==> config.mk <==
export PLATFORM = sky130hd
export DESIGN_NAME = stereo_mix_fir_lowpass_unit
export DESIGN_NICKNAME = d
export VERILOG_FILES = /design/src/rtl/smfir_pkg.sv /design/src/rtl/stereo_mix_fir_lowpass_unit.sv /design/src/rtl/smfir_ram.sv
export SDC_FILE = /design/constraint.sdc
export NUM_CORES = 2
export LEC_CHECK = 0
export BUFFER_PORTS_ARGS = -buffer_cell sky130_fd_sc_hd__clkbuf_2
export CELL_PAD_IN_SITES_DETAIL_PLACEMENT = 2
export CELL_PAD_IN_SITES_GLOBAL_PLACEMENT = 2
export CORE_ASPECT_RATIO = 1.1
export CORE_UTILIZATION = 48
export DETAILED_ROUTE_END_ITERATION = 6
export PLACE_DENSITY_LB_ADDON = 0.1
export SLEW_MARGIN = 20
export SYNTH_ARGS = -nofsm -noshare
export SYNTH_HDL_FRONTEND = slang
export SYNTH_SLANG_ARGS = --single-unit
export TNS_END_PERCENT = 100
==> constraint.sdc <==
create_clock -name clk -period 10 [get_ports clk]
set_clock_uncertainty 0.15 [all_clocks]
set_input_delay 2 -clock clk [delete_from_list [all_inputs] [get_ports clk]]
set_output_delay 2 -clock clk [all_outputs]
set_load 0.1 [all_outputs]
==> src/rtl/smfir_pkg.sv <==
`timescale 1ns / 1ps
// Package for the stereo mix FIR lowpass unit: sizes, state encoding and
// the lowpass coefficient table. No dependencies.
package smfir_pkg;

    localparam int TAP_COUNT  = 42;
    localparam int LINE_DEPTH = 64;
    localparam int COEF_BITS  = 16;

    localparam int SAMPLE_W = 16;
    localparam int GAIN_W   = 3;
    localparam int GAIN_MAX = (1 << GAIN_W) - 1;
    localparam int ROM_TAPS = 42;

    localparam int ADDR_W = $clog2(LINE_DEPTH);
    localparam int TAP_W  = (TAP_COUNT > 1) ? $clog2(TAP_COUNT) : 1;
    localparam int PROD_W = SAMPLE_W + COEF_BITS;
    localparam int ACC_W  = PROD_W + $clog2(TAP_COUNT) + 1;
    localparam int SCL_W  = ACC_W + GAIN_MAX;
    localparam int FRAC_W = COEF_BITS - 1;

    localparam logic [GAIN_W-1:0] GAIN_RESET = GAIN_W'(3);

    localparam int COEF_Q15 [ROM_TAPS] = '{
        -223, -144, -174, -190, -190, -164, -105, -10, 121, 298,
        511, 757, 1032, 1324, 1622, 1914, 2182, 2415, 2605, 2733,
        2802, 2802, 2733, 2605, 2415, 2182, 1914, 1622, 1324, 1032,
        757, 511, 298, 121, -10, -105, -164, -190, -190, -174,
        -144, -223
    };

    typedef enum logic [2:0] {
        ST_IDLE,
        ST_WRITE,
        ST_MAC,
        ST_DRAIN,
        ST_SCALE,
        ST_OUT
    } state_t;

    // Coefficient at the configured width, rescaled from Q1.15 with
    // rounding half away from zero; taps past the table are zero.
    function automatic logic signed [COEF_BITS-1:0] coef_at(input int idx);
        longint v;
        longint r;
        r = 0;
        if (idx < ROM_TAPS)
        begin
            v = longint'(COEF_Q15[idx]) <<< FRAC_W;
            if (v >= 0)
            begin
                r = (v + 64'sd16384) >>> 15;
            end
            else
            begin
                r = -((-v + 64'sd16384) >>> 15);
            end
        end
        return COEF_BITS'(r);
    endfunction

endpackage

==> src/rtl/stereo_mix_fir_lowpass_unit.sv <==
`timescale 1ns / 1ps
// Stereo mix FIR lowpass unit: mono mix, delay line in a RAM, one shared
// multiply-accumulate over all taps. Uses smfir_pkg and smfir_ram.
// A new input is accepted only when idle, after the previous result has been
// loaded for output: one multiply-accumulate per tap runs through the single
// read port of the delay RAM, and a stalled output holds the unit.
// Reset clears the delay line through per-entry valid bits, the write position
// and control state, and sets the gain shift to three.
module stereo_mix_fir_lowpass_unit
    import smfir_pkg::*;
(
    input  logic        clk,
    input  logic        rst_n,
    input  logic        s_tvalid,
    output logic        s_tready,
    input  logic [31:0] s_tdata,   // left_sample [15:0], right_sample [31:16]
    output logic        m_tvalid,
    input  logic        m_tready,
    output logic [15:0] m_tdata,   // filtered_sample [15:0]
    input  logic        cfg_valid,
    output logic        cfg_ready,
    input  logic [7:0]  cfg_data   // gain_shift [2:0]
);

    state_t state_reg, state_next;

    logic [GAIN_W-1:0]          gain_reg;
    logic [ADDR_W-1:0]          pos_reg, pos_next;
    logic [TAP_W-1:0]           tap_reg, tap_next;
    logic signed [SAMPLE_W-1:0] mono_reg;
    logic [LINE_DEPTH-1:0]      valid_reg;

    logic                       rd_v_reg, rd_v_next;
    logic [TAP_W-1:0]           rd_idx_reg;
    logic                       rd_ok_reg;
    logic                       prod_v_reg;
    logic signed [PROD_W-1:0]   prod_reg;
    logic signed [ACC_W-1:0]    acc_reg;
    logic signed [SCL_W-1:0]    scaled_reg;
    logic                       out_v_reg;
    logic signed [SAMPLE_W-1:0] out_reg;

    logic                       ram_we;
    logic                       out_load;
    logic                       last_tap;
    logic [ADDR_W-1:0]          rd_addr;
    logic [SAMPLE_W-1:0]        ram_rdata;
    logic signed [SAMPLE_W-1:0] tap_sample;
    logic signed [COEF_BITS-1:0] tap_coef;
    logic signed [SAMPLE_W:0]   mix_sum;
    logic signed [SAMPLE_W:0]   mix_half;
    logic signed [SCL_W-1:0]    round_val;
    logic signed [SCL_W-1:0]    shr_val;
    logic signed [SAMPLE_W-1:0] sat_val;

    assign s_tready  = (state_reg == ST_IDLE);
    assign cfg_ready = 1'b1;
    assign m_tvalid  = out_v_reg;
    assign m_tdata   = out_reg;

    assign mix_sum  = {s_tdata[15], s_tdata[15:0]} + {s_tdata[31], s_tdata[31:16]};
    assign mix_half = (mix_sum + ((mix_sum < 0) ? 17'sd1 : 17'sd0)) >>> 1;

    assign last_tap = (tap_reg == TAP_W'(TAP_COUNT - 1));
    assign rd_addr  = (pos_reg >= ADDR_W'(tap_reg))
                      ? ADDR_W'(pos_reg - ADDR_W'(tap_reg))
                      : ADDR_W'(LINE_DEPTH + int'(pos_reg) - int'(tap_reg));

    assign tap_sample = rd_ok_reg ? $signed(ram_rdata) : '0;
    assign tap_coef   = coef_at(int'(rd_idx_reg));

    assign round_val = scaled_reg + ((scaled_reg < 0) ? SCL_W'((1 << FRAC_W) - 1) : '0);
    assign shr_val   = round_val >>> FRAC_W;
    assign sat_val   = (shr_val > SCL_W'(32767))  ? 16'sh7FFF :
                       (shr_val < -SCL_W'(32768)) ? 16'sh8000 :
                       SAMPLE_W'(shr_val);

    smfir_ram #(
        .WIDTH (SAMPLE_W),
        .DEPTH (LINE_DEPTH)
    ) u_line (
        .clk   (clk),
        .we    (ram_we),
        .waddr (pos_reg),
        .wdata (mono_reg),
        .raddr (rd_addr),
        .rdata (ram_rdata)
    );

    always_comb
    begin
        state_next = state_reg;
        pos_next   = pos_reg;
        tap_next   = tap_reg;
        rd_v_next  = 1'b0;
        ram_we     = 1'b0;
        out_load   = 1'b0;
        case (state_reg)
            ST_IDLE:
            begin
                if (s_tvalid)
                begin
                    state_next = ST_WRITE;
                end
            end
            ST_WRITE:
            begin
                ram_we     = 1'b1;
                tap_next   = '0;
                state_next = ST_MAC;
            end
            ST_MAC:
            begin
                rd_v_next = 1'b1;
                tap_next  = tap_reg + TAP_W'(1);
                if (last_tap)
                begin
                    state_next = ST_DRAIN;
                end
            end
            ST_DRAIN:
            begin
                if (!rd_v_reg && !prod_v_reg)
                begin
                    state_next = ST_SCALE;
                end
            end
            ST_SCALE:
            begin
                state_next = ST_OUT;
            end
            ST_OUT:
            begin
                if (!out_v_reg || m_tready)
                begin
                    out_load   = 1'b1;
                    pos_next   = (pos_reg == ADDR_W'(LINE_DEPTH - 1))
                                 ? '0 : pos_reg + ADDR_W'(1);
                    state_next = ST_IDLE;
                end
            end
            default:
            begin
                state_next = ST_IDLE;
            end
        endcase
    end

    always_ff @(posedge clk or negedge rst_n)
    begin
        if (!rst_n)
        begin
            state_reg  <= ST_IDLE;
            gain_reg   <= GAIN_RESET;
            pos_reg    <= '0;
            tap_reg    <= '0;
            valid_reg  <= '0;
            rd_v_reg   <= 1'b0;
            prod_v_reg <= 1'b0;
            out_v_reg  <= 1'b0;
        end
        else
        begin
            state_reg  <= state_next;
            pos_reg    <= pos_next;
            tap_reg    <= tap_next;
            rd_v_reg   <= rd_v_next;
            prod_v_reg <= rd_v_reg;
            if (cfg_valid && cfg_ready)
            begin
                gain_reg <= cfg_data[GAIN_W-1:0];
            end
            if (ram_we)
            begin
                valid_reg[pos_reg] <= 1'b1;
            end
            if (out_load)
            begin
                out_v_reg <= 1'b1;
            end
            else if (m_tready)
            begin
                out_v_reg <= 1'b0;
            end
        end
    end

    always_ff @(posedge clk)
    begin
        if (s_tvalid && s_tready)
        begin
            mono_reg <= SAMPLE_W'(mix_half);
        end
        rd_idx_reg <= tap_reg;
        rd_ok_reg  <= valid_reg[rd_addr];
        prod_reg   <= tap_sample * tap_coef;
        if (ram_we)
        begin
            acc_reg <= '0;
        end
        else if (prod_v_reg)
        begin
            acc_reg <= acc_reg + ACC_W'(prod_reg);
        end
        if (state_reg == ST_SCALE)
        begin
            scaled_reg <= SCL_W'(acc_reg) <<< gain_reg;
        end
        if (out_load)
        begin
            out_reg <= sat_val;
        end
    end

    a_write_then_mac: assert property (@(posedge clk) disable iff (!rst_n)
        ram_we |=> (state_reg == ST_MAC) && valid_reg[$past(pos_reg)])
        else $error("Delay line write not followed by the tap sweep.");

    a_tap_in_range: assert property (@(posedge clk) disable iff (!rst_n)
        (state_reg == ST_MAC) |-> (int'(tap_reg) < TAP_COUNT))
        else $error("Tap counter beyond the tap count.");

    a_drained_before_scale: assert property (@(posedge clk) disable iff (!rst_n)
        (state_reg == ST_SCALE) |-> (!rd_v_reg && !prod_v_reg))
        else $error("Scaling started with products still in flight.");

    a_load_advances_pos: assert property (@(posedge clk) disable iff (!rst_n)
        out_load |=> m_tvalid && (state_reg == ST_IDLE) && (pos_reg != $past(pos_reg)))
        else $error("Result load did not advance the write position.");

endmodule

==> src/rtl/smfir_ram.sv <==
`timescale 1ns / 1ps
// Generic single-write, single-read RAM with registered read data.
// No dependencies.
module smfir_ram #(
    parameter int WIDTH = 16,
    parameter int DEPTH = 64
) (
    input  logic                     clk,
    input  logic                     we,
    input  logic [$clog2(DEPTH)-1:0] waddr,
    input  logic [WIDTH-1:0]         wdata,
    input  logic [$clog2(DEPTH)-1:0] raddr,
    output logic [WIDTH-1:0]         rdata
);

    logic [WIDTH-1:0] mem [DEPTH];

    always_ff @(posedge clk)
    begin
        if (we)
        begin
            mem[waddr] <= wdata;
        end
        rdata <= mem[raddr];
    end

endmodule

# After elaboration in Yosys (flattened, before gate mapping)
# Memories as Yosys holds them, arrays and structs flattened. A register that Yosys moved wholly into a read port is not among the register bits.
# Index checks and enable logic that the tools add are counted.
# totals
reg_bits	241
ramBits	1024
mem_bits_ro	2048
inputBits	45
n_memories	2
# op_classes
n_addsub	13
mul	1
n_lt_le_gt_ge	11
n_eq_ne	11
shift	1
mux	28
n_bitwise	2
reduce_logical	12
# memory_table
memory	depth	word_bits	read_ports	rd_clocked_by_memory_dff	wr	line	source
(name not given)	64	32	1	0	0	smfir_pkg.sv:49	v = longint'(COEF_Q15[idx]) <<< FRAC_W;
u_line.mem	64	16	1	1	1	smfir_ram.sv:16	logic [WIDTH-1:0] mem [DEPTH];
# ops
operator	count
16-bit 2-to-1 mux	4
32-bit 2-to-1 mux	2
64-bit OR	1
31-bit by 16-bit adder with 31-bit output, second input constant	2
47-bit by 1-bit greater-or-equal comparator with 1-bit output, second input constant	1
46-bit by 15-bit adder with 46-bit output	1
46-bit by 1-bit less-than comparator with 1-bit output, second input constant	1
39-bit by 3-bit <<< shifter with 46-bit output	1
39-bit by 32-bit adder with 39-bit output	1
32-bit by 7-bit greater-or-equal comparator with 1-bit output, second input constant	1
16-bit by 16-bit multiplier with 32-bit output	1
6-bit NOT with 32-bit output	1
31-bit by 16-bit > comparator with 1-bit output, second input constant	1
31-bit by 16-bit less-than comparator with 1-bit output, second input constant	1
31-bit negation	1
3-bit one-hot mux with 6 select lines	1
16-bit by 16-bit adder with 17-bit output	1
17-bit by 2-bit adder with 17-bit output	1
17-bit by 1-bit less-than comparator with 1-bit output, second input constant	1
16-bit negation	1
15-bit 2-to-1 mux	1
6-bit by 7-bit less-than comparator with 1-bit output, second input constant	2
6-bit by 1-bit adder with 6-bit output, second input constant	2
6-bit equality test, second input constant	2
other kinds (22)	47

# Logic depth before layout (Yosys ltp)
# logic_depth
depth_word	10
ltp_mapped	39
ltp_nobuf	37

# Cells and area by module
# From an unflattened synthesis, not the netlist that was laid out.
# hier_totals
cells_unflattened	4546
hier_area_um2	65342.7
# by_module_without_submodules
mod	instances	cells_per_inst	area_each_um2	seq_area_each_um2
smfir_ram	1	1829	40042.2	31069.8
stereo_mix_fir_lowpass_unit	1	2717	25300.5	6033.3

# Least setup slack after synthesis
# No wires, ideal clock.
# synth_path
path_type	reg-to-reg
start	reg rd_idx_reg[1]
end	reg prod_reg[31]
setup_ps	127
arrival_ps	8709
required_ps	9723
slack_ps	1014
path_stages_with_launch	37
path_buffers	2
period_less_slack_ps	8986
cell_sequence	dfxtp_1 buf_2 inv_1 ha_1 mux2_1 mux4_2 mux2i_4 xor2_1 nor3_1 nand3b_1 a21oi_1 xnor2_1 nor2_1 clkbuf_1 nand2_1 fa_1 inv_1 fa_1 inv_1 fa_1 inv_1 fa_1 fa_1 inv_1 fa_1 inv_1 ha_1 a21o_1 a21o_1 a21oi_1 o21ai_0 nor3_1 a21oi_1 a41oi_1 a21oi_1 a221oi_1 xnor2_1
# synth_via
elab_chain_cells	10
elab_cells_between_ends	13
cone_classes	4 x add/sub; 1 x mul; 2 x order compare; 4 x mux; 1 x bitwise; 1 x memory
# synth_lines
element	line	source
from (decl)	stereo_mix_fir_lowpass_unit.sv:34	logic [TAP_W-1:0] rd_idx_reg;
from (signal assigned)	stereo_mix_fir_lowpass_unit.sv:194	rd_idx_reg <= tap_reg;
6-bit NOT with 32-bit output (not written as such)	smfir_pkg.sv:49	
memory read 64 x 32 bit	-	
32-bit 2-to-1 mux (not written as such) (2 in series)	smfir_pkg.sv:49	
31-bit negation	smfir_pkg.sv:56	r = -((-v + 64'sd16384) >>> 15);
31-bit by 16-bit adder with 31-bit output	smfir_pkg.sv:56	
16-bit negation	smfir_pkg.sv:56	
16-bit 2-to-1 mux	smfir_pkg.sv:50	if (v >= 0)
16-bit 2-to-1 mux *	smfir_pkg.sv:47	if (idx < ROM_TAPS)
16-bit by 16-bit multiplier with 32-bit output *	stereo_mix_fir_lowpass_unit.sv:196	prod_reg <= tap_sample * tap_coef;
to (signal assigned)	stereo_mix_fir_lowpass_unit.sv:196	
to (decl)	stereo_mix_fir_lowpass_unit.sv:37	logic signed [PROD_W-1:0] prod_reg;
# Every way passes the cells marked *; elsewhere a longest branch is shown, timed or not. The select of a mux whose other input is x is not followed.
# A chain may end at the register's enable or synchronous reset.

# Worst setup path after layout
# layout_path
start	reg rd_idx_reg[0]
end	reg prod_reg[31]
# The elaborated chain is that of the path after synthesis.

==> metrics.txt <==
number of global-route vias before repair 43,000; clock buffer depth 3; Hold WC Path Type flip-flop to flip-flop; Initial Util 48.3%; # setup viols final 0; clock root cell clkbuf_16; gp weighted congestion 0.820; ys async rst share 6.64%; gr ovfl total 0; via count 38,100; CTS Sinks 1,281; FMAX 106 MHz; IO Port Bufs 57; highest-count cells in the layout ignoring fill and taps 1,102 x edfxtp_1, 369 x mux4_2, 353 x inv_1, 265 x nor2_1, 264 x fa_1; r2r endpoint prod_reg[31]$_DFF_P_; Final nets 4,793; period utilization 94.2%; DR vias/cell 6.15; status finished, final reports clean; Worst Setup Start Kind flip-flop; max_cap viols 0; Top Ports 64; Slew Limit Fails 0; fin area 71,500 um2; first-pass GRT wire length 303 mm; Num CTS Buffers 135; launch point of the worst path rd_idx_reg[0]$_DFF_P_; post-synthesis register bit count 1,281; die height 385 um; Top cell by count, worst path fa_1; clk_lat worst skew 800 ps; Clock Pin Slew Worst Setup and Hold Paths 60 ps; Syn Std Cell Area 64,000 um2; TritonCTS clock tree built; Initial DRC Count 3,081; Hold Vio Cnt, Final 0; CP required 10,500 ps; Syn Area/Cell 15.4 um2; layout cell share with drive strength beyond 1 20.9%; Synthesis Warnings 0; Die Area 135,000 um2; reg2reg path depth 33; synthesized net count 4,633; P&R area growth vs syn 11.6%; Seq/Total Area, Yosys 58.0%; Arr. time, crit path 9920 ps; H-tree Lvls 4; # rows 140; commonest non-fill, non-tap cell in the layout edfxtp_1; Hold Buf Count CTS 0; Post-Route WL 207 mm; maximum fanout along the worst path 18; Worst setup endpoint prod_reg[31]$_DFF_P_; ys flop type edfxtp_1; Synth cell types 89; dpl hpwl 127 mm; EDFF count, synth 1,102; Worst-Margin Slew 1150 ps; post-layout min period 9420 ps; Hold Crit Start rd_v_reg$_DFF_PN0_; largest net degree at the start of global routing 122; Global Route Usage Sum 31.6%; first drt pass iteration count 5; max incr delay on CP 560 ps; reg2reg start rd_idx_reg[0]$_DFF_P_; CP max-delay cell fa_1; CP Class flip-flop to flip-flop; Die Span X 350 um; Largest register FFs 1,024; placed cell area 67,000 um2; number of nets with antenna violations after routing 0; Post-Syn Instances 4,151; initial antenna violation count 3; core area 132,000 um2; reg-to-reg slack, setup 580 ps; Fill cells 11,900; # DRC 0; WL per Instance 33.5 um; CP Capture Type flip-flop; worst relative slew slack 23.1%
[logic make-up after synthesis]
kind of cell	after synthesis	share of synthesized area, %
fa+ha+maj	437	11.6
xor+xnor	121	1.66
buf+inv	536	3.24
compound gates	409	4.22
other cells	1	0.00586
simple gates	896	6.62
mux	470	14.6
flops	1281	58.0
[worst min path at each step]
stage / to / slack (ps) / cells past startpoint
after detailed placement: prod_v_reg$_DFF_PN0_ / 230 / 0
after global placement: prod_v_reg$_DFF_PN0_ / 210 / 0
after CTS: prod_v_reg$_DFF_PN0_ / 270 / 0
after global routing: prod_v_reg$_DFF_PN0_ / 270 / 0
final: prod_v_reg$_DFF_PN0_ / 270 / 0
after floorplan: prod_v_reg$_DFF_PN0_ / 200 / 0
[synthesized netlist by cell type, drive strengths merged, types with 34 or more instances]
cell / count / area, um2
buf: 72 / 330
dfxtp: 94 / 1880
edfxtp: 1102 / 33100
mux2: 35 / 394
a21oi: 110 / 558
nor2: 277 / 1040
a21o: 54 / 405
clkbuf: 105 / 394
nand2: 251 / 942
xnor2: 75 / 657
fa: 265 / 5310
dfrtp: 83 / 2080
xor2: 46 / 403
nand3: 67 / 340
nor2b: 40 / 250
ha: 172 / 2150
and2: 40 / 250
inv: 357 / 1340
a211oi: 34 / 255
mux4: 369 / 8310
mux2i: 66 / 673
o21ai: 84 / 420
nor3: 36 / 180
or2: 69 / 432
[what timing repair did]
action	in CTS	in global routing
endpoints found under the hold margin	0	0
pin swaps	0	1
resized for setup	1	14
setup endpoints to repair	1	10
setup buffers	0	4
[worst max-delay path: cells and delay by family, from the launching register on]
family,cells,cell delay (ps)
mux,3,1070
simple gates,6,1060
xor+xnor,1,120
flops,1,330
fa+ha+maj,8,3860
buf+inv,5,700
compound gates,10,2000
[metrics by stage]
| stage | util [%] | TNS (ps) | setup WS, ps | cells | hold slack [ps] |
|---|---|---|---|---|---|
| CTS | 53.9 | 0 | 32.9 | 6190 | 269 |
| floorplan | - | 0 | 1010 | 4151 | 205 |
| global placement | 50.6 | 0 | 286 | 5945 | 212 |
| finish | 54.0 | 0 | 576 | 6196 | 268 |
| detailed placement | 50.6 | 0 | 49.4 | 5945 | 233 |
| global route | 54.0 | -0.591 | -0.591 | 6194 | 272 |
[routing by layer]
layer | wire [um] | part of all wire [%] | track usage, %
met3 | 9440 | 4.6 | 3.82
met5 | 10 | 0.0048 | 0
met1 | 77300 | 37 | 37.4
met4 | 9200 | 4.4 | 12.8
met2 | 111000 | 54 | 57.9
[cell type report]
cell class,instances,area (um2),area share (%)
diodes,2,5.00,0.00700
clock inverters,59,573,0.802
well taps,1775,2220,3.11
clock buffers,186,3840,5.38
multi-input cells,2334,25000,34.9
inverters,359,1350,1.89
flip-flops and latches,1281,37100,51.9
repair buffers,200,1400,1.96
Power is not shown: default switching activity piles up to over one toggle a cycle in this logic, so the estimate is an artifact.
